`src/hw/rtl/assert_macros.svh`:
```
// ----------------------------------------------------------------------------
// assert_macros.svh
// Concurrent assertion shorthands on clk / rst_n.
// ----------------------------------------------------------------------------
`ifndef ASSERT_MACROS_SVH
`define ASSERT_MACROS_SVH

// ante implies cons in the same cycle
`define AST_IMPL(label, ante, cons, msg) \
  label: assert property (@(posedge clk) disable iff (!rst_n) (ante) |-> (cons)) \
    else $error(msg);

// expr never holds
`define AST_NEVER(label, expr, msg) \
  `AST_IMPL(label, 1'b1, !(expr), msg)

`endif

```
`src/hw/rtl/tcfw_pkg.sv`:
```
// ----------------------------------------------------------------------------
// tcfw_pkg
// Shared types, character codes and helpers of the console cell writer.
// ----------------------------------------------------------------------------
package tcfw_pkg;

  localparam int DEF_COLUMNS = 80;
  localparam int DEF_ROWS    = 128;
  localparam int QDEPTH      = 2;
  localparam int ROW_MAX     = 255;
  localparam int CELL_IDX_W  = 14;
  localparam int DIG_N       = 10;

  localparam logic [7:0]  CH_PCT   = 8'd37;
  localparam logic [7:0]  CH_HAT   = 8'd94;
  localparam logic [7:0]  CH_NL    = 8'd10;
  localparam logic [7:0]  CH_ZERO  = 8'h30;
  localparam logic [7:0]  CH_X     = 8'h78;
  localparam logic [7:0]  NUM_ATTR = 8'd2;
  localparam logic [31:0] RECIP10  = 32'hCCCC_CCCD;

  typedef enum logic [1:0] {
    K_PLAIN   = 2'd0,
    K_NEWLINE = 2'd1,
    K_DEC     = 2'd2,
    K_HEX     = 2'd3
  } kind_t;

  typedef struct packed {
    kind_t       kind;
    logic [7:0]  char_code;
    logic [7:0]  attribute;
    logic [31:0] argument_value;
    logic [2:0]  hex_top;
  } entry_t;

  typedef struct packed {
    logic cur_over;
    logic row_zero;
  } back_stat_t;

  function automatic logic [7:0] hex_glyph(input logic [3:0] nib);
    logic [7:0] g;
    if (nib < 4'd10) begin
      g = CH_ZERO + {4'b0, nib};
    end else begin
      g = 8'h37 + {4'b0, nib};
    end
    return g;
  endfunction

endpackage

```
`src/hw/rtl/tcfw_front.sv`:
```
// ----------------------------------------------------------------------------
// tcfw_front
// Input stage: accepts a word, classifies it, finds the top hex digit.
// ----------------------------------------------------------------------------
module tcfw_front import tcfw_pkg::*; (
  input  logic        in_valid,
  output logic        in_ready,
  input  logic [7:0]  in_char_code,
  input  logic [7:0]  in_attribute,
  input  logic [31:0] in_argument_value,
  input  logic        q_full,
  output logic        q_push,
  output entry_t      q_wdata
);

  kind_t      kind;
  logic [2:0] top;

  always_comb begin
    case (in_char_code)
      CH_NL:   kind = K_NEWLINE;
      CH_PCT:  kind = K_DEC;
      CH_HAT:  kind = K_HEX;
      default: kind = K_PLAIN;
    endcase
  end

  always_comb begin
    top = 3'd0;
    for (int i = 0; i < 8; i++) begin
      if (in_argument_value[i*4 +: 4] != 4'd0) begin
        top = 3'(i);
      end
    end
  end

  assign in_ready = !q_full;
  assign q_push   = in_valid && !q_full;

  always_comb begin
    q_wdata.kind           = kind;
    q_wdata.char_code      = in_char_code;
    q_wdata.attribute      = in_attribute;
    q_wdata.argument_value = in_argument_value;
    q_wdata.hex_top        = top;
  end

endmodule

```
`config.mk`:
```
export PLATFORM = sky130hd
export DESIGN_NAME = tcfw_front
export DESIGN_NICKNAME = d
export VERILOG_FILES = /design/src/hw/rtl/assert_macros.svh /design/src/hw/rtl/tcfw_pkg.sv /design/src/hw/rtl/tcfw_front.sv
export SDC_FILE = /design/constraint.sdc
export NUM_CORES = 1
export LEC_CHECK = 0
export ABC_AREA = 1
export ABC_CLOCK_PERIOD_IN_PS = 890
export BUFFER_PORTS_ARGS = -buffer_cell sky130_fd_sc_hd__buf_4
export CAP_MARGIN = 15
export CORE_ASPECT_RATIO = 0.7
export CORE_MARGIN = 2
export CORE_UTILIZATION = 28
export DETAILED_ROUTE_END_ITERATION = 10
export PLACE_DENSITY = 0.84
export SETUP_SLACK_MARGIN = 0.3
export SKIP_LAST_GASP = 1
export SLEW_MARGIN = 30
export SYNTH_ARGS = -nofsm -noshare
export SYNTH_HDL_FRONTEND = slang
export SYNTH_SLANG_ARGS = --single-unit
```
`constraint.sdc`:
```
create_clock -name vclk -period 0.89
set_input_delay 0.1335 -clock vclk [all_inputs]
set_output_delay 0.1335 -clock vclk [all_outputs]
set_load 0.01 [all_outputs]
```
== After elaboration in Yosys (flattened, before gate mapping) ==
Index checks and enable logic that the tools add are counted.

* Logic and storage cells: 20
* Register bits: 0
* Output and inout port bits: 55

* Reductions and logical operators: 9
* Muxes and demuxes: 8
* Eq/ne operators: 3

{| class="wikitable"
|+ Operator list
! cell !! number
|-
| nonzero test 4 bit || 7
|-
| two-way mux 3 bit || 6
|-
| == test 8 x 4 -> 1 bit, second input constant || 1
|-
| == test 8 x 6 -> 1 bit, second input constant || 1
|-
| == test 8 x 7 -> 1 bit, second input constant || 1
|-
| case mux 2 bit (3 select lines) || 1
|-
| logical AND 1 bit || 1
|-
| zero test 1 bit || 1
|-
| two-way mux 1 bit || 1
|}

== Depth between registers and ports, before layout ==
* Depth in word-level cells: 8
* Gate-level depth with buffers: 9
* Gate-level depth less buffers: 9

== Least setup slack after synthesis ==
No wires, ideal clock.

* Kind: input to output
* From: input port in_argument_value[17]
* To: output port q_wdata[1] in the netlist's numbering
* Arrival time: 0.662 ns
* Slack: 0.095 ns
* Required time: 0.757 ns
* Buffers on the path: 0
* Stages on the path: 4
* Cell sequence: nor2_1 > nor3b_2 > nand2_1 > o21ai_1

{| class="wikitable"
|+ RTL lines
! item !! RTL line !! text
|-
| start, declared || tcfw_front.sv:10 || <nowiki>input logic [31:0] in_argument_value,</nowiki>
|-
| end, declared || tcfw_front.sv:13 || <nowiki>output entry_t q_wdata</nowiki>
|}

==> results.sh <==
export IMPL_outcome="finished, violations left"
export IMPL_violations="setup timing"
export IMPL_synth_top_area_share_pct=60.3
export IMPL_setup_violations=5
export IMPL_core_mm2=0.00194
export IMPL_hold_class="in -> out"
export IMPL_yosysWarnings=0
export IMPL_slew_violations=0
export IMPL_critPathMaxStageDelay_ns=0.22
export IMPL_io_pins=105
export IMPL_nClkBuffers=0
export IMPL_netlist_area_um2=598
export IMPL_path_buf_inv=2
export IMPL_synth_top_family_by_area="buffers and inverters"
export IMPL_drtPass1Iterations=4
export IMPL_placed_area_um2=945
export IMPL_utilization_pct=60.2
export IMPL_synth_distinct_cells=14
export IMPL_viasPerCell=4.26
export IMPL_final_antenna_net_count=0
export IMPL_n_antenna_cell=0
export IMPL_crit_top_cell="nand2_1"
export IMPL_cap_violations=0
export IMPL_cp_num_cells=8
export IMPL_n_sequential_cell=0
export IMPL_synth_compound_area_share_pct=0.837
export IMPL_finalInstanceArea_mm2=0.00116
export IMPL_synthToLayoutAreaGrowth_pct=94.8
export IMPL_drive_gt1_share_pct=81.7
export IMPL_grt_pass1_wl_um=2700
export IMPL_synth_nets=153
export IMPL_grt_start_max_net_pins=5
export IMPL_die_y_um=42.7
export IMPL_synth_area_leaders="buf_4 60%, nand2_1 10%, nor2_1 10%"
export IMPL_min_path_cells=0
export IMPL_end_kind="output pin"
export IMPL_grt_overflow_total=0
export IMPL_synthAdderAreaFrac_pct=0
export IMPL_regArea_um2=0
export IMPL_avgSynthCellArea_um2=5.81
export IMPL_cts_hold_buf=0
export IMPL_yosysMostFrequentCell="buf_4"
export IMPL_yosysSeqAreaShare_pct=0
export IMPL_min_period_over_period_pct=115
export IMPL_path_max_fanout=3
export IMPL_antenna_found_initial=0
export IMPL_drtIter0Drc=2
export IMPL_die_width_um=59.2
export IMPL_critical_path_startpoint="in_argument_value[16]"
export IMPL_gp_congestion=0.644
export IMPL_path_delay_family="simple AND/OR/NAND/NOR gates"
export IMPL_worst_pin_slew_ns=0.172
export IMPL_synth_top_area_cell="buf_4"
export IMPL_num_vias=699
export IMPL_crit_type="in -> out"
export IMPL_synth_xor_area_share_pct=0
export IMPL_drt_wl_total_um=1810
export IMPL_routedWlPerCell_um=11.0
export IMPL_max_vdd_ir_drop_mv=0.198
export IMPL_finalHoldViolCount=0
export IMPL_cp_cell_sequence="buf_6 -> nor2_2 -> nor3b_4 -> nand2_1 -> nand2_1 -> nand2_1 -> nand2_2 -> buf_6"
export IMPL_grt_pass1_vias=662
export IMPL_worst_setup_path_start_kind="input pin"
export IMPL_row_count=13
export IMPL_cp_required_ns=0.76
export IMPL_dp_hpwl_um=1500
export IMPL_p_total_uw=522
export IMPL_rsz0062_at_grt="yes"
export IMPL_fmax_ghz=0.975
export IMPL_fin_nets=194
export IMPL_syn_inst=103
export IMPL_synth_simple_area_share_pct=31.4
export IMPL_initial_core_util_pct=30.9
export IMPL_period_needed_ns=1.03
export IMPL_die_area_mm2=0.00253
export IMPL_synth_mux_area_share_pct=0
export IMPL_powerDensity_mw_per_mm2=448
export IMPL_max_slew_margin_rel_pct=88.4
export IMPL_leakagePower_uw=0.000621
export IMPL_drc=0
export IMPL_place_port_buffers=81
export IMPL_ys_top_cells_by_count="48 x buf_4, 16 x nand2_1, 16 x nor2_1"
export IMPL_finalSetupTns_ns=-0.381
export IMPL_final_setup_worst_slack_ns=-0.136
export IMPL_min_delay_start="in_attribute[3]"
export IMPL_arrival_ns=0.89
export IMPL_crit_slowest_cell="nor3b_4"
export IMPL_track_usage_pct=13.3
[report_power, final]
group,internal (uW),switching (uW)
Sequential,0,0
Combinational,317,206
Clock,0,0
[worst paths after layout]
| kind | to | slack, ns |
|---|---|---|
| hold / removal | q_wdata[38] | 0.27 |
| setup / recovery | q_wdata[0] | -0.14 |
[cell families after synthesis]
group / count (synthesis)
buf+inv: 60
simple gates: 42
compound gates: 1
[cells in the final DEF, fill, tap and decap left out]
master    synthesis  routed
and2_1            2       1
and2_4            0       1
buf_4            48      56
buf_6             0      28
buf_8             0       3
clkinv_4          0       1
inv_1            10       3
inv_12            0       1
inv_2             1       6
inv_4             0       1
nand2_1          16      10
nand2_2           0       5
nand2_4           0       1
nand3_1           1       1
nand4_1           3       3
nor2_1           16       8
nor2_2            0       5
nor2_4            0       3
nor3_4            0       1
nor3b_2           1       1
nor3b_4           0       1
nor4_4            0       1
o21ai_2           0       1
[layer usage]
| layer | track usage, % | vias up | part of all wire (%) |
|---|---|---|---|
| li1 | - | 346 | - |
| met1 | 13.6 | 313 | 31 |
| met2 | 29.0 | 40 | 61 |
| met3 | 0.915 | 0 | 8.3 |
| met4 | 0.909 | 0 | 0 |
| met5 | 0 | - | 0 |
[final cells by class]
class / count / area [um2]
fill: 178 / 771
inverter: 12 / 65.1
multi-input combinational: 43 / 292
tap: 22 / 27.5
timing repair buffer: 87 / 781
[repair_timing]
action                                  in CTS  in global routing
pin swaps                                   25                 17
buffers inserted                             0                  1
resized for setup                           40                 23
endpoints found under the setup margin      11                  9
endpoints found under the hold margin        0                  0
[through the flow]
step / hold WS, ns / std cells / setup slack [ns]
after detailed placement: 0.267 / 163 / -0.229
after CTS: 0.267 / 163 / -0.159
final: 0.267 / 164 / -0.136
after global routing: 0.267 / 164 / -0.225
after floorplan: 0.311 / 103 / 0.125
after global placement: 0.267 / 163 / -0.201
Power figures use the tool's default switching activity.
