**src/hw/rtl/assert_macros.svh**
```systemverilog
// ----------------------------------------------------------------------------
// assert_macros.svh
// Concurrent assertion shorthands on clk / rst_n.
// ----------------------------------------------------------------------------
`ifndef ASSERT_MACROS_SVH
`define ASSERT_MACROS_SVH

// ante implies cons in the same cycle
`define AST_IMPL(label, ante, cons, msg) \
  label: assert property (@(posedge clk) disable iff (!rst_n) (ante) |-> (cons)) \
    else $error(msg);

// expr never holds
`define AST_NEVER(label, expr, msg) \
  `AST_IMPL(label, 1'b1, !(expr), msg)

`endif

```
**src/hw/rtl/tcfw_pkg.sv**
```systemverilog
// ----------------------------------------------------------------------------
// tcfw_pkg
// Shared types, character codes and helpers of the console cell writer.
// ----------------------------------------------------------------------------
package tcfw_pkg;

  localparam int DEF_COLUMNS = 80;
  localparam int DEF_ROWS    = 128;
  localparam int QDEPTH      = 2;
  localparam int ROW_MAX     = 255;
  localparam int CELL_IDX_W  = 14;
  localparam int DIG_N       = 10;

  localparam logic [7:0]  CH_PCT   = 8'd37;
  localparam logic [7:0]  CH_HAT   = 8'd94;
  localparam logic [7:0]  CH_NL    = 8'd10;
  localparam logic [7:0]  CH_ZERO  = 8'h30;
  localparam logic [7:0]  CH_X     = 8'h78;
  localparam logic [7:0]  NUM_ATTR = 8'd2;
  localparam logic [31:0] RECIP10  = 32'hCCCC_CCCD;

  typedef enum logic [1:0] {
    K_PLAIN   = 2'd0,
    K_NEWLINE = 2'd1,
    K_DEC     = 2'd2,
    K_HEX     = 2'd3
  } kind_t;

  typedef struct packed {
    kind_t       kind;
    logic [7:0]  char_code;
    logic [7:0]  attribute;
    logic [31:0] argument_value;
    logic [2:0]  hex_top;
  } entry_t;

  typedef struct packed {
    logic cur_over;
    logic row_zero;
  } back_stat_t;

  function automatic logic [7:0] hex_glyph(input logic [3:0] nib);
    logic [7:0] g;
    if (nib < 4'd10) begin
      g = CH_ZERO + {4'b0, nib};
    end else begin
      g = 8'h37 + {4'b0, nib};
    end
    return g;
  endfunction

endpackage

```
**src/hw/rtl/tcfw_queue.sv**
```systemverilog
// ----------------------------------------------------------------------------
// tcfw_queue
// Small FIFO of classified words between front and back.
// ----------------------------------------------------------------------------
module tcfw_queue import tcfw_pkg::*; #(
  parameter int DEPTH = QDEPTH
) (
  input  logic   clk,
  input  logic   rst_n,
  input  logic   push,
  input  entry_t wdata,
  input  logic   pop,
  output entry_t rdata,
  output logic   full,
  output logic   empty
);

  localparam int PTR_W = (DEPTH > 1) ? $clog2(DEPTH) : 1;
  localparam int CNT_W = $clog2(DEPTH + 1);

  entry_t             mem_r [DEPTH];
  logic [PTR_W-1:0]   wr_r, wr_nxt, rd_r, rd_nxt;
  logic [CNT_W-1:0]   cnt_r, cnt_nxt;
  logic               do_push, do_pop;

  assign full    = cnt_r == CNT_W'(DEPTH);
  assign empty   = cnt_r == '0;
  assign do_push = push && !full;
  assign do_pop  = pop && !empty;
  assign rdata   = mem_r[rd_r];

  always_comb begin
    wr_nxt  = wr_r;
    rd_nxt  = rd_r;
    cnt_nxt = cnt_r;
    if (do_push) begin
      wr_nxt = (wr_r == PTR_W'(DEPTH - 1)) ? '0 : wr_r + 1'b1;
    end
    if (do_pop) begin
      rd_nxt = (rd_r == PTR_W'(DEPTH - 1)) ? '0 : rd_r + 1'b1;
    end
    if (do_push && !do_pop) begin
      cnt_nxt = cnt_r + 1'b1;
    end else if (do_pop && !do_push) begin
      cnt_nxt = cnt_r - 1'b1;
    end
  end

  always_ff @(posedge clk) begin
    if (!rst_n) begin
      wr_r  <= '0;
      rd_r  <= '0;
      cnt_r <= '0;
    end else begin
      wr_r  <= wr_nxt;
      rd_r  <= rd_nxt;
      cnt_r <= cnt_nxt;
    end
  end

  always_ff @(posedge clk) begin
    if (do_push) begin
      mem_r[wr_r] <= wdata;
    end
  end

endmodule

```
**config.mk**
```make
export PLATFORM = sky130hd
export DESIGN_NAME = tcfw_queue
export DESIGN_NICKNAME = d
export VERILOG_FILES = /design/src/hw/rtl/assert_macros.svh /design/src/hw/rtl/tcfw_pkg.sv /design/src/hw/rtl/tcfw_queue.sv
export SDC_FILE = /design/constraint.sdc
export NUM_CORES = 1
export LEC_CHECK = 0
export ABC_AREA = 1
export BUFFER_PORTS_ARGS = -buffer_cell sky130_fd_sc_hd__buf_4
export CELL_PAD_IN_SITES_DETAIL_PLACEMENT = 1
export CELL_PAD_IN_SITES_GLOBAL_PLACEMENT = 2
export CORE_ASPECT_RATIO = 2
export CORE_UTILIZATION = 40
export CTS_BUF_LIST = sky130_fd_sc_hd__clkbuf_8
export CTS_CLUSTER_DIAMETER = 50
export DETAILED_ROUTE_END_ITERATION = 8
export PLACE_DENSITY = 0.89
export SLEW_MARGIN = 10
export SYNTH_ARGS = -nofsm -noshare
export SYNTH_HDL_FRONTEND = slang
export SYNTH_SLANG_ARGS = --single-unit
```
**constraint.sdc**
```tcl
create_clock -name clk -period 4.2 [get_ports clk]
set_input_delay 0.63 -clock clk [delete_from_list [all_inputs] [get_ports clk]]
set_output_delay 0.63 -clock clk [all_outputs]
set_load 0.01 [all_outputs]
```
; ---- After elaboration in Yosys (flattened, before gate mapping)
; Memory sizes are Yosys's and may differ from the RTL's. A register that Yosys moved wholly into a read port is not among the register bits.
; Cells that the tools add are included.
; W data, S select, Z words.
[op_classes]
n_addsub = 4
mux = 8
n_eq_ne = 1
reduce_logical = 10
[op_table]
columns = operator, n
row1 = $mux W1, 6
row2 = $logic_and A1 B1 Y1, 4
row3 = $logic_not A1 Y1, 4
row4 = $mux W2, 2
row5 = $add A1 B1 Y1 const B, 2
row6 = $add A2 B1 Y2 const B, 1
row7 = $eq A2 B2 Y1 const B, 1
row8 = $logic_not A2 Y1, 1
row9 = $reduce_bool A2 Y1, 1
row10 = $sub A2 B1 Y2 const B, 1
[word_totals]
in_bits = 57
ram_bits = 106
output_inout_bits = 55
memories = 1
regBits = 4
[mem_list]
columns = memory, words, width, rd, rd_clocked_by_memory_dff, write_ports, line
row1 = mem_r, 2, 53, 1, 1, 1, tcfw_queue.sv:21  ; entry_t mem_r [DEPTH];

; ---- Depth between registers and ports, before layout
; Gate-level depths: netlist of the first run.
[logic_depth]
depth_word = 7
mapped_depth = 10
ltp_nobuf = 10

; ---- Worst setup path after synthesis of the first run
; Ideal clock, no wire load.
[synth_timing]
path_kind = input-to-reg
start = input port push
end = memory mem_r[0][0] in the netlist's numbering (enable)
cell_stages = 2
t_required_ps = 3736
setup_ps = 464
slack_ps = 818
arrival_time_ps = 2918
path_buffers = 0
path_cell_list = o21ai_2 nor2_1
[synth_between]
elab_chain_len = 3
[synth_rtl]
columns = element, line
row1 = from (decl), tcfw_queue.sv:10  ; input logic push,
row2 = $logic_and A1 B1 Y1, tcfw_queue.sv:28  ; assign do_push = push && !full;
row3 = $mux W1, tcfw_queue.sv:62  ; if (do_push) begin
row4 = $mux W1 (not written as such), tcfw_queue.sv:63  ; mem_r[wr_r] <= wdata;
row5 = to (decl), tcfw_queue.sv:21
; No other way between the ends.

==> results of run 1 <==
## flip-flops by register name (all words and copies together) (netlist names), named ones only
register / count
rd_r: 1
wr_r: 1
mem_r: 106
cnt_r: 2
## cell families (layout without fill, tap and decap cells)
| family | after synthesis | in the layout | share of synthesized area |
|---|---|---|---|
| AOI/OAI and AO/OA | 4 | 4 | 0.00550 |
| adders and majority gates | 1 | 1 | 0.00289 |
| buffers and inverters | 15 | 138 | 0.0336 |
| DFF | 111 | 111 | 0.759 |
| muxes | 53 | 53 | 0.181 |
| and+or+nand+nor | 19 | 19 | 0.0174 |
## layout make-up
type                            count  area [µm²]  area share
Clock inverter                      7        81.3      0.0149
Timing Repair Buffer              113         848       0.155
Clock buffer                        9         124      0.0227
Sequential cell                   111        3290       0.602
Multi-Input combinational cell     77         911       0.167
Tap cell                          137         171      0.0314
Inverter                            9        33.8     0.00619
## layer usage
metal	vias up	global-route usage	wire (µm)
met5	-	0	0
li1	1001	-	-
met3	10	0.0426	410
met1	1069	0.171	2920
met4	0	0.0667	179
met2	66	0.287	4960
## path summary, 6_finish.rpt
| kind | depth (start not counted) | end | slack (ns) |
|---|---|---|---|
| setup / recovery | 2 | rdata[30] | 1.59 |
| hold / removal | 1 | mem_r[0][46] | 0.44 |
| setup reg to reg | 3 | mem_r[1][27] | 2.08 |
| hold reg to reg | 2 | register | 0.52 |
## synth_stat cells (all sizes together)
master / count / area, µm²
nand3: 1 / 5.00
buf: 6 / 111
dfxtp: 5 / 100
nor2: 11 / 41.3
nand4: 1 / 6.26
nand2: 6 / 22.5
edfxtp: 106 / 3180
o21ai: 3 / 18.8
mux2: 53 / 785
ha: 1 / 12.5
inv: 9 / 33.8
a21oi: 1 / 5.00
## where the power goes
part	internal (mW)	switching, mW	leakage, nW
registers	1.40	0.126	1.03
clock network	0.328	0.332	0.117
logic	0.481	0.341	1.01
total	2.21	0.799	2.15
## cells in the final DEF (no fill, tap or decap), types with 2 or more instances in the layout
| master | n |
|---|---|
| edfxtp_1 | 106 |
| clkbuf_8 | 9 |
| nor2_1 | 9 |
| mux2_4 | 50 |
| dfxtp_1 | 4 |
| inv_1 | 12 |
| nor2_4 | 2 |
| clkinv_2 | 2 |
| nand2_1 | 6 |
| mux2_2 | 3 |
| buf_4 | 113 |
| bufinv_16 | 2 |
| o21ai_0 | 2 |
## worst max-delay path, cell delays in order (launching register included)
cell     delay (ns)
dfxtp_4        0.98
mux2_2         0.43
buf_4          0.14
## stage by stage
stage / utilization / total power [mW] / cell area (µm²) / hold slack (ns)
final: 0.518 / 3.01 / 5460 / 0.443
after detailed placement: 0.498 / 2.40 / 5250 / 0.493
after global placement: 0.498 / 2.36 / 5250 / 0.480
after global routing: 0.518 / 3.16 / 5460 / 0.412
after CTS: 0.518 / 3.06 / 5460 / 0.419
after floorplan: - / 2.06 / 4320 / 0.467
==> results.md, run 1 <==
- Placed wire-length estimate: 6080 µm
- Initial Util: 0.410
- TritonCTS Buffers: 9
- IO Count: 112
- Clock transition at the registers of the reported paths: 0.10 ns
- Largest net degree at the start of global routing: 54
- Via/cell ratio: 4.63
- Min Tclk post-route: 2.61 ns
- Post-Synthesis Cells: 203
- Gpl congestion: 0.697
- Period utilisation layout: 0.622
- Die width: 75.5 µm
- Outcome: finished clean
- Crit path kind: reg -> out
- Worst slew pin tran: between 1 and 1.5 ns
- Cell variety after synth: 15
- Wire length per cell: 18.3 µm
- Max_cap viols: 0
- Hold Path Class: in -> reg
- First-pass GRT wire length: 12500 µm
- Setup bufs post-CTS: 0
- Core ar.: 10500 µm²
- DRT iter0 DRCs: 120
- DR DRC count: 0
- Placed insts: 447
- Row cnt: 53
- CTS Hold Bufs: 0
- 1st-pass router iterations: 6
- Synthesis Warnings: 0
- # setup viols final: 0
- CP required: 3.57 ns
- Vias in the first global route: 2360
- Filler cells: around 990
- Area growth syn-to-layout: 26.2%
- Endpoint type of the worst setup path: output pin
- Skew-Pair Late Insertion Delay: 0.36 ns
- Max Clock Freq: 383 MHz
- Final clock skew: 0.00683 ns
- Static Leak: 2.15 nW
- Overflow after GRT: 0
- RSZ-0062 raised after global routing: false
- # diodes: 0
- Dpl ws: 1.79 ns
- Number of routed nets with antenna violations: 0
- Root Buffer: clkbuf_8
- GRT Util Overall: 0.160
- Reg2reg start: cnt_r[0]
- Vias: approximately 2.1k
- Synth Net Count: 261
- Power per cell area: between 500 and 600 nW/µm²
- Setup tns final: 0 ns
- Sink Count: 111
- Full die area: 11300 µm²
- Syn Std Cell Area: 4320 µm²
- Share of cells above drive strength 1: 0.561
- Slew HR: 0.330
- Nets: 379
- HP Start: wdata[46]
- CTS tree: built
- CTS H-tree depth: 3
- Critical path arrival: 1.98 ns
- Peak supply drop: 0.000330 V
- Post_cts resized: 0
- Setup ws final: ~1.6 ns
- Max Buffers Root-to-Sink: 2
- Seq/Total Area, Yosys: 0.759
- Mean post-synth cell area: 21.3 µm²
- Critical Path Start Type: register
- Worst Path Max Fanout: 53
- Hold Fails Final Rpt: 0
- Drt total wl: 8460 µm
- Chip Height: 149 µm
- Final Max Tran Viols: 0
- Yosys reg bits: around 110
- Layout Cells excl Fill: 463
- Initial antenna violation count: 0
- Number of port buffers: 111
No activity file was read; power rests on OpenSTA's default activity.
==> run 2: changes to the inputs <==
==> constraint.sdc (replaced) <==
create_clock -name clk -period 2.49 [get_ports clk]
set_input_delay 0.3735 -clock clk [delete_from_list [all_inputs] [get_ports clk]]
set_output_delay 0.3735 -clock clk [all_outputs]
set_load 0.01 [all_outputs]
==> run 2 against run 1 <==
Via count barely moved; wire length shrank 1.8%; register-to-register slack lost 1.2 ns; utilization grew 0.57 points; sequential share of layout area down 0.66 points; global-route usage fell by 0.78 points; clock power up 80%; non-clock buffer count is 4 higher; final cell count rose by 0.43%; critical path type unchanged; critical endpoint is now rdata[36].
==> results.md, run 2 (same netlist as run 1, synthesis figures left out) <==
- Wire length per cell: 17.9 µm (-2.2%)
- Met2 wire len: 4810 µm (-3.0%)
- Peak supply drop: 0.000449 V (+36%)
- Placed wire-length estimate: 6210 µm (+2.1%)
- Top layer in use: met4
- Skew-Pair Late Insertion Delay: 0.36 ns (about the same)
- Power per cell area: 937 nW/µm² (+70%)
- Number of routed nets with antenna violations: 0 (unchanged)
- Core ar.: 10500 µm² (unchanged)
- Sw frac: 0.257 (-0.00857)
- DRT iter0 DRCs: 125 (+4.2%)
- Full die area: 11300 µm² (unchanged)
- Worst Path Max Fanout: 20 (-62%)
- Max Clock Freq: between 400 and 500 MHz
- Final Max Tran Viols: 0 (unchanged)
- Worst slew pin tran: 0.487 ns (-0.518 ns)
- Length of routed wiring on met1: 2820 µm (-3.4%)
- Area growth syn-to-layout: 27.6%
- NetSw: 1.33 mW (+66%)
- Placed insts: 451 (+0.89%)
- 1st-pass router iterations: 4 (-2)
- Chip Height: 149 µm (unchanged)
- Clock group share of total power: 0.231 (+0.012)
- Critical path arrival: 1.81 ns (-0.17 ns)
- Cell-internal power: 3.84 mW (+74%)
- Min Tclk post-route: 2.18 ns
- Root Buffer: clkbuf_8
- Die width: 75.5 µm (unchanged)
- Static Leak: 2.17 nW (+0.93%)
- Post_cts resized: 0 (unchanged)
- Overflow after GRT: 0 (unchanged)
- Layout Cells excl Fill: 465 (+0.43%)
- Largest Register: mem_r
- Final Power: 5.17 mW (+72%)
- CP required: 2.12 ns (-1.45 ns)
- Share of cells above drive strength 1: 0.570 (+0.00877)
- Via/cell ratio: 4.61 (-0.52%)
- Vias in the first global route: 2268 (-3.9%)
- Row cnt: 53 (unchanged)
- Worst hold slack: 0.190 ns (-0.252 ns)
- First-pass GRT wire length: 11800 µm (-5.6%)
- Largest net degree at the start of global routing: 36 (-33%)
- Setup ws final: 0.307 ns (-1.28 ns)
- DR DRC count: 0 (unchanged)
- Final clock skew: 0.00671 ns (-0.000123 ns)
- Endpoint type of the worst setup path: output pin
- CTS H-tree depth: 3 (unchanged)
- Setup tns final: 0 ns (unchanged)
- Outcome: finished clean
- Commonest non-fill, non-tap cell in the layout: buf_4
- Setup bufs post-CTS: 0 (unchanged)
- Flop-to-flop setup slack: 0.91 ns (-1.17 ns)
- CTS Hold Bufs: 0 (unchanged)
- RSZ-0062 raised after global routing: false
- DR WL met3: 347 µm (-15%)
- Max_cap viols: 0 (unchanged)
- Period utilisation layout: 0.877
- TritonCTS Buffers: 9 (unchanged)
- Hold Fails Final Rpt: 0 (unchanged)
- Clock transition at the registers of the reported paths: 0.09 ns (about the same)
- Initial antenna violation count: 0 (unchanged)
- Most frequent cells in the layout: 116 x buf_4, 106 x edfxtp_1, 50 x mux2_4
- Drt total wl: 8310 µm (-1.8%)
- Vias: 2144 (-0.093%)
- # setup viols final: 0 (unchanged)
- Number of port buffers: 111 (unchanged)
- GRT Util Overall: 0.152 (-0.00775)
- Dpl ws: 0.674 ns (-1.11 ns)
- Comb pwr share: 0.286 (+0.013)
- Largest registers: mem_r (106), cnt_r (2)
- Hold Path Class: in -> reg
- Number of flip-flops in the largest register: 106 (unchanged)
- Gpl congestion: 0.761 (+9.2%)
- # diodes: 0 (unchanged)
- Nets: 383 (+1.1%)
- Initial Util: 0.410 (unchanged)
- CTS tree: built
- Sink Count: 111 (unchanged)
- Critical Path Start Type: register
- IO Count: 112 (unchanged)
- Crit path kind: reg -> out
- Slew HR: 0.675 (+0.346)
- Max Buffers Root-to-Sink: 2 (unchanged)
- Seq pwr share: 0.483 (-0.024)
## run 2: layout make-up
class,instances,area [µm²]
clock inverters,5,98.8
multi-input cells,77,911
flip-flops and latches,111,3290
inverters,9,33.8
clock buffers,9,124
fillers,989,5030
repair buffers,117,891
well taps,137,171
## run 2: power by group through the flow
stage | clock network, mW | logic [mW] | registers (mW)
finish | 1.19 | 1.48 | 2.50
CTS | 1.23 | 1.52 | 2.51
floorplan | 0 | 0.997 | 2.48
global placement | 0 | 1.48 | 2.53
global route | 1.28 | 1.60 | 2.52
detailed placement | 0 | 1.51 | 2.55
## run 2: per-stage QoR
stage	area (µm²)	util
floorplan	4320	-
global placement	5290	0.502
detailed placement	5290	0.502
CTS	5520	0.523
global route	5520	0.523
finish	5520	0.523
## run 2: worst max-delay path: stages, from the launching register on
cell and delay, ns:
dfxtp_4 0.60, buf_4 0.36, mux2_4 0.34, buf_4 0.15
## run 2: routing by layer
| layer | track usage | vias up |
|---|---|---|
| met5 | 0 | - |
| met4 | 0.0861 | 0 |
| met3 | 0.0412 | 20 |
| met2 | 0.276 | 70 |
| met1 | 0.147 | 1045 |
| li1 | - | 1009 |
## run 2: worst paths after layout
check,startpoint,endpoint,cells after the start
worst max-delay path,register,rdata[36],3
worst min-delay path,wdata[39],mem_r[0][39],1
worst max register to register,cnt_r[1],cnt_r[1],9
worst min register to register,rd_r,register,2
==> run 3: changes to the inputs <==
--- a/config.mk
+++ b/config.mk
@@ -5,16 +5,15 @@
 export SDC_FILE = /design/constraint.sdc
 export NUM_CORES = 1
 export LEC_CHECK = 0
-export ABC_AREA = 1
+export ABC_AREA = 0
 export BUFFER_PORTS_ARGS = -buffer_cell sky130_fd_sc_hd__buf_4
 export CELL_PAD_IN_SITES_DETAIL_PLACEMENT = 1
 export CELL_PAD_IN_SITES_GLOBAL_PLACEMENT = 2
-export CORE_ASPECT_RATIO = 2
-export CORE_UTILIZATION = 40
-export CTS_BUF_LIST = sky130_fd_sc_hd__clkbuf_8
+export CORE_UTILIZATION = 39
+export CTS_BUF_LIST = sky130_fd_sc_hd__clkbuf_2
 export CTS_CLUSTER_DIAMETER = 50
 export DETAILED_ROUTE_END_ITERATION = 8
-export PLACE_DENSITY = 0.89
+export PLACE_DENSITY = 0.88
 export SLEW_MARGIN = 10
 export SYNTH_ARGS = -nofsm -noshare
 export SYNTH_HDL_FRONTEND = slang
==> run 3 against run 2 <==
Total power is 7.7% lower; final cell count up 8.4%; wire length down 2.8%; register-to-register slack got worse by 0.08 ns; final area is 3.8% higher; first-iteration DRC count is 67% lower; hold slack got worse by 0.019 ns; critical path depth did not move; via count up 8.3%; global-route usage is 0.49 points higher; synthesized cell count fell by 6.4%; clock power down 33%.
==> results.md, run 3 <==
- Outcome: finished clean
- Synth Net Count: 248 (-5.0%)
- Vias in the first global route: 2539 (+12%)
- Area growth syn-to-layout: 41.1%
- Slew HR: 0.634 (-0.0415)
- Most numerous cell in the Yosys netlist: edfxtp_1
- Hold Path Class: in -> reg
- Static Leak: 2.15 nW (-1.0%)
- Simple-gate share of the synthesized area: 0.0136 (-0.00379)
- Final clock skew: 0.0411 ns (+0.0344 ns)
- Die width: 104 µm (+38%)
- Row cnt: 36 (-32%)
- Vias: 2323 (+8.3%)
- Mean post-synth cell area: 21.3 µm² (+0.23%)
- Seq/Total Area, Yosys: 0.809 (+0.0501)
- Largest net degree at the start of global routing: 41 (+14%)
- Final Max Tran Viols: 0 (unchanged)
- Synth top cells by count: 106 x edfxtp_1, 53 x mux2_2, 5 x buf_4, 5 x dfxtp_1, 3 x and2_1
- CP delay by family, top: buffers and inverters
- Clock transition at the registers of the reported paths: 0.25 ns (+0.16 ns)
- Cell taking the most area after synthesis: edfxtp_1
- Synth Area in XOR/XNOR: 0.00648 (+0.00648)
- Post-synth EDFFs: 106 (unchanged)
- IO Count: 112 (unchanged)
- Crit path kind: reg -> out
- Synth top area cells: edfxtp_1 78%, mux2_2 15%, dfxtp_1 2.5%
- Syn Std Cell Area: 4060 µm² (-6.2%)
- CP bufs+invs: 2 (unchanged)
- Setup ws final: 0.340 ns (+0.0326 ns)
- Slowest stage delay, CP: 0.39 ns (-0.21 ns)
- Filler cells: 917 (-7.3%)
- CP required: 2.12 ns (about the same)
- DRT iter0 DRCs: 41 (-67%)
- DR DRC count: 0 (unchanged)
- CP cell instances: buf_4 > mux2_2 > buf_4
- CTS Hold Bufs: 53 (+53)
- Core ar.: 9910 µm² (-6.0%)
- Compound-Gate Fraction of Synth Area: 0.00802 (+0.00252)
- Peak supply drop: 0.000385 V (-14%)
- GRT Util Overall: 0.157 (+0.00485)
- Initial Util: 0.409 (-0.000767)
- Power per cell area: 834 nW/µm² (-11%)
- Most frequent cells in the layout: 117 x buf_4, 106 x edfxtp_1, 54 x dlygate4sd3_1, 53 x mux2_2, 12 x clkbuf_2
- Period utilisation layout: 0.863 (-0.0131)
- CTS tree: built
- NetSw: 1.34 mW (+0.80%)
- Min Tclk post-route: 2.15 ns (-0.0326 ns)
- Post-Synthesis Cells: 190 (-6.4%)
- Skew-Pair Late Insertion Delay: 0.55 ns (+0.19 ns)
- Drt total wl: 8070 µm (-2.8%)
- Endpoint type of the worst setup path: output pin
- Comb pwr share: 0.327 (+0.041)
- Slowest CP cell: mux2_2
- Yosys reg bits: 111 (unchanged)
- Setup bufs post-CTS: 0 (unchanged)
- Synth Area in Adders: 0.00308 (+0.000191)
- Share of cells above drive strength 1: 0.512 (-0.0580)
- Crit-path most repeated cell: buf_4
- Synth top area share: 0.785 (+0.0486)
- Largest family of logic cells by synthesized area: multiplexers
- TritonCTS Buffers: 9 (unchanged)
- Number of flip-flops in the largest register: 106 (unchanged)
- Synthesis Warnings: 0 (unchanged)
- Setup tns final: 0 ns (unchanged)
- Sink Count: 111 (unchanged)
- Post-synthesis mux area share: 0.147 (-0.0343)
- Number of port buffers: 111 (unchanged)
- CTS H-tree depth: 3 (unchanged)
- Final cell utilization of the core: 0.578 (+0.0545)
- Placed wire-length estimate: 4910 µm (-21%)
- 1st-pass router iterations: 4 (unchanged)
- Ys async rst share: 0 (unchanged)
- Critical path arrival: 1.78 ns (-0.03 ns)
- Dpl ws: 0.834 ns (+0.161 ns)
- Largest registers: mem_r (106), cnt_r (2)
- Worst slew pin tran: 0.549 ns (+0.0623 ns)
- Hold Fails Final Rpt: 0 (unchanged)
- Max Clock Freq: 465 MHz (+1.5%)
- Wire length per cell: 16.0 µm (-10%)
- Overflow after GRT: 0 (unchanged)
- Cell-internal power: 3.43 mW (-11%)
- Critical Path Start Type: register
- Number of routed nets with antenna violations: 0 (unchanged)
- Clock group share of total power: 0.167 (-0.064)
- Gpl congestion: 0.667 (-12%)
- Via/cell ratio: 4.61 (about the same)
- Final Power: 4.77 mW (-7.7%)
- Nets: 424 (+11%)
- Largest Register: mem_r
- Max Buffers Root-to-Sink: 2 (unchanged)
- Cell variety after synth: 21 (+6)
- Root Buffer: clkbuf_2
- First-pass GRT wire length: 12800 µm (+8.2%)
- Ys flop type: edfxtp_1
- Worst Path Max Fanout: 27 (+35%)
- Chip Height: 104 µm (-30%)
- Seq pwr share: 0.506 (+0.023)
- Initial antenna violation count: 0 (unchanged)
- Post_cts resized: 0 (unchanged)
- # diodes: 0 (unchanged)
- Max_cap viols: 0 (unchanged)
- RSZ-0062 raised after global routing: false
- Sw frac: 0.281 (+0.0237)
- Commonest non-fill, non-tap cell in the layout: buf_4
- # setup viols final: 0 (unchanged)
- Post-route cell area: 5720 µm² (+3.8%)
- Full die area: 10800 µm² (-3.9%)
- Area after DPL: 5070 µm² (-4.3%)
-- run 3: worst paths after layout --
| check | start | slack, ns | depth (start not counted) | endpoint |
|---|---|---|---|---|
| hold / removal | push | 0.17 | 3 | wr_r |
| hold reg to reg | cnt_r[1] | 0.56 | 2 | cnt_r[1] |
| setup / recovery | register | 0.34 | 3 | rdata[20] |
| setup reg to reg | cnt_r[0] | 0.83 | 4 | mem_r[0][17] |
-- run 3: layer usage --
layer  routed length, µm  global-route usage  share of wire  up-vias
li1                    -                   -              -     1089
met1                3130               0.174           0.39     1156
met2                4480               0.289           0.56       68
met3                 373              0.0451          0.046       10
met4                  90              0.0510          0.011        0
met5                   0                   0              0        -
-- run 3: per-stage QoR --
| step | cells | hold WS [ns] |
|---|---|---|
| after floorplan | 190 | 0.472 |
| after global placement | 434 | 0.502 |
| after detailed placement | 434 | 0.541 |
| after CTS | 503 | 0.0253 |
| after global routing | 504 | 0.105 |
| final | 504 | 0.171 |
-- run 3: area by class of cell --
class	count	area (µm²)	area share
inverters	2	7.51	0.00131
clock buffers	12	60.1	0.0105
flip-flops and latches	111	3280	0.574
well taps	133	166	0.0291
repair buffers	171	1420	0.248
multi-input cells	71	731	0.128
clock inverters	4	56.3	0.00984
-- run 3: kinds of logic after synthesis --
kind of cell / Yosys count
flops: 111
mux: 53
simple gates: 9
buf+inv: 8
compound gates: 5
xor+xnor: 3
fa+ha+maj: 1
-- run 3: worst min-delay path, stage by stage --
cell,delay [ns]
buf_4,0.09
a21boi_0,0.07
o21a_1,0.17
-- run 3: power by group through the flow --
stage,logic (mW),registers [mW],clock network (mW)
2_1_floorplan,0.849,2.44,0
3_3_place_gp,1.49,2.44,0
3_5_place_dp,1.51,2.46,0
4_1_cts,1.58,2.42,0.824
5_1_grt,1.68,2.44,0.897
6_report,1.56,2.42,0.797
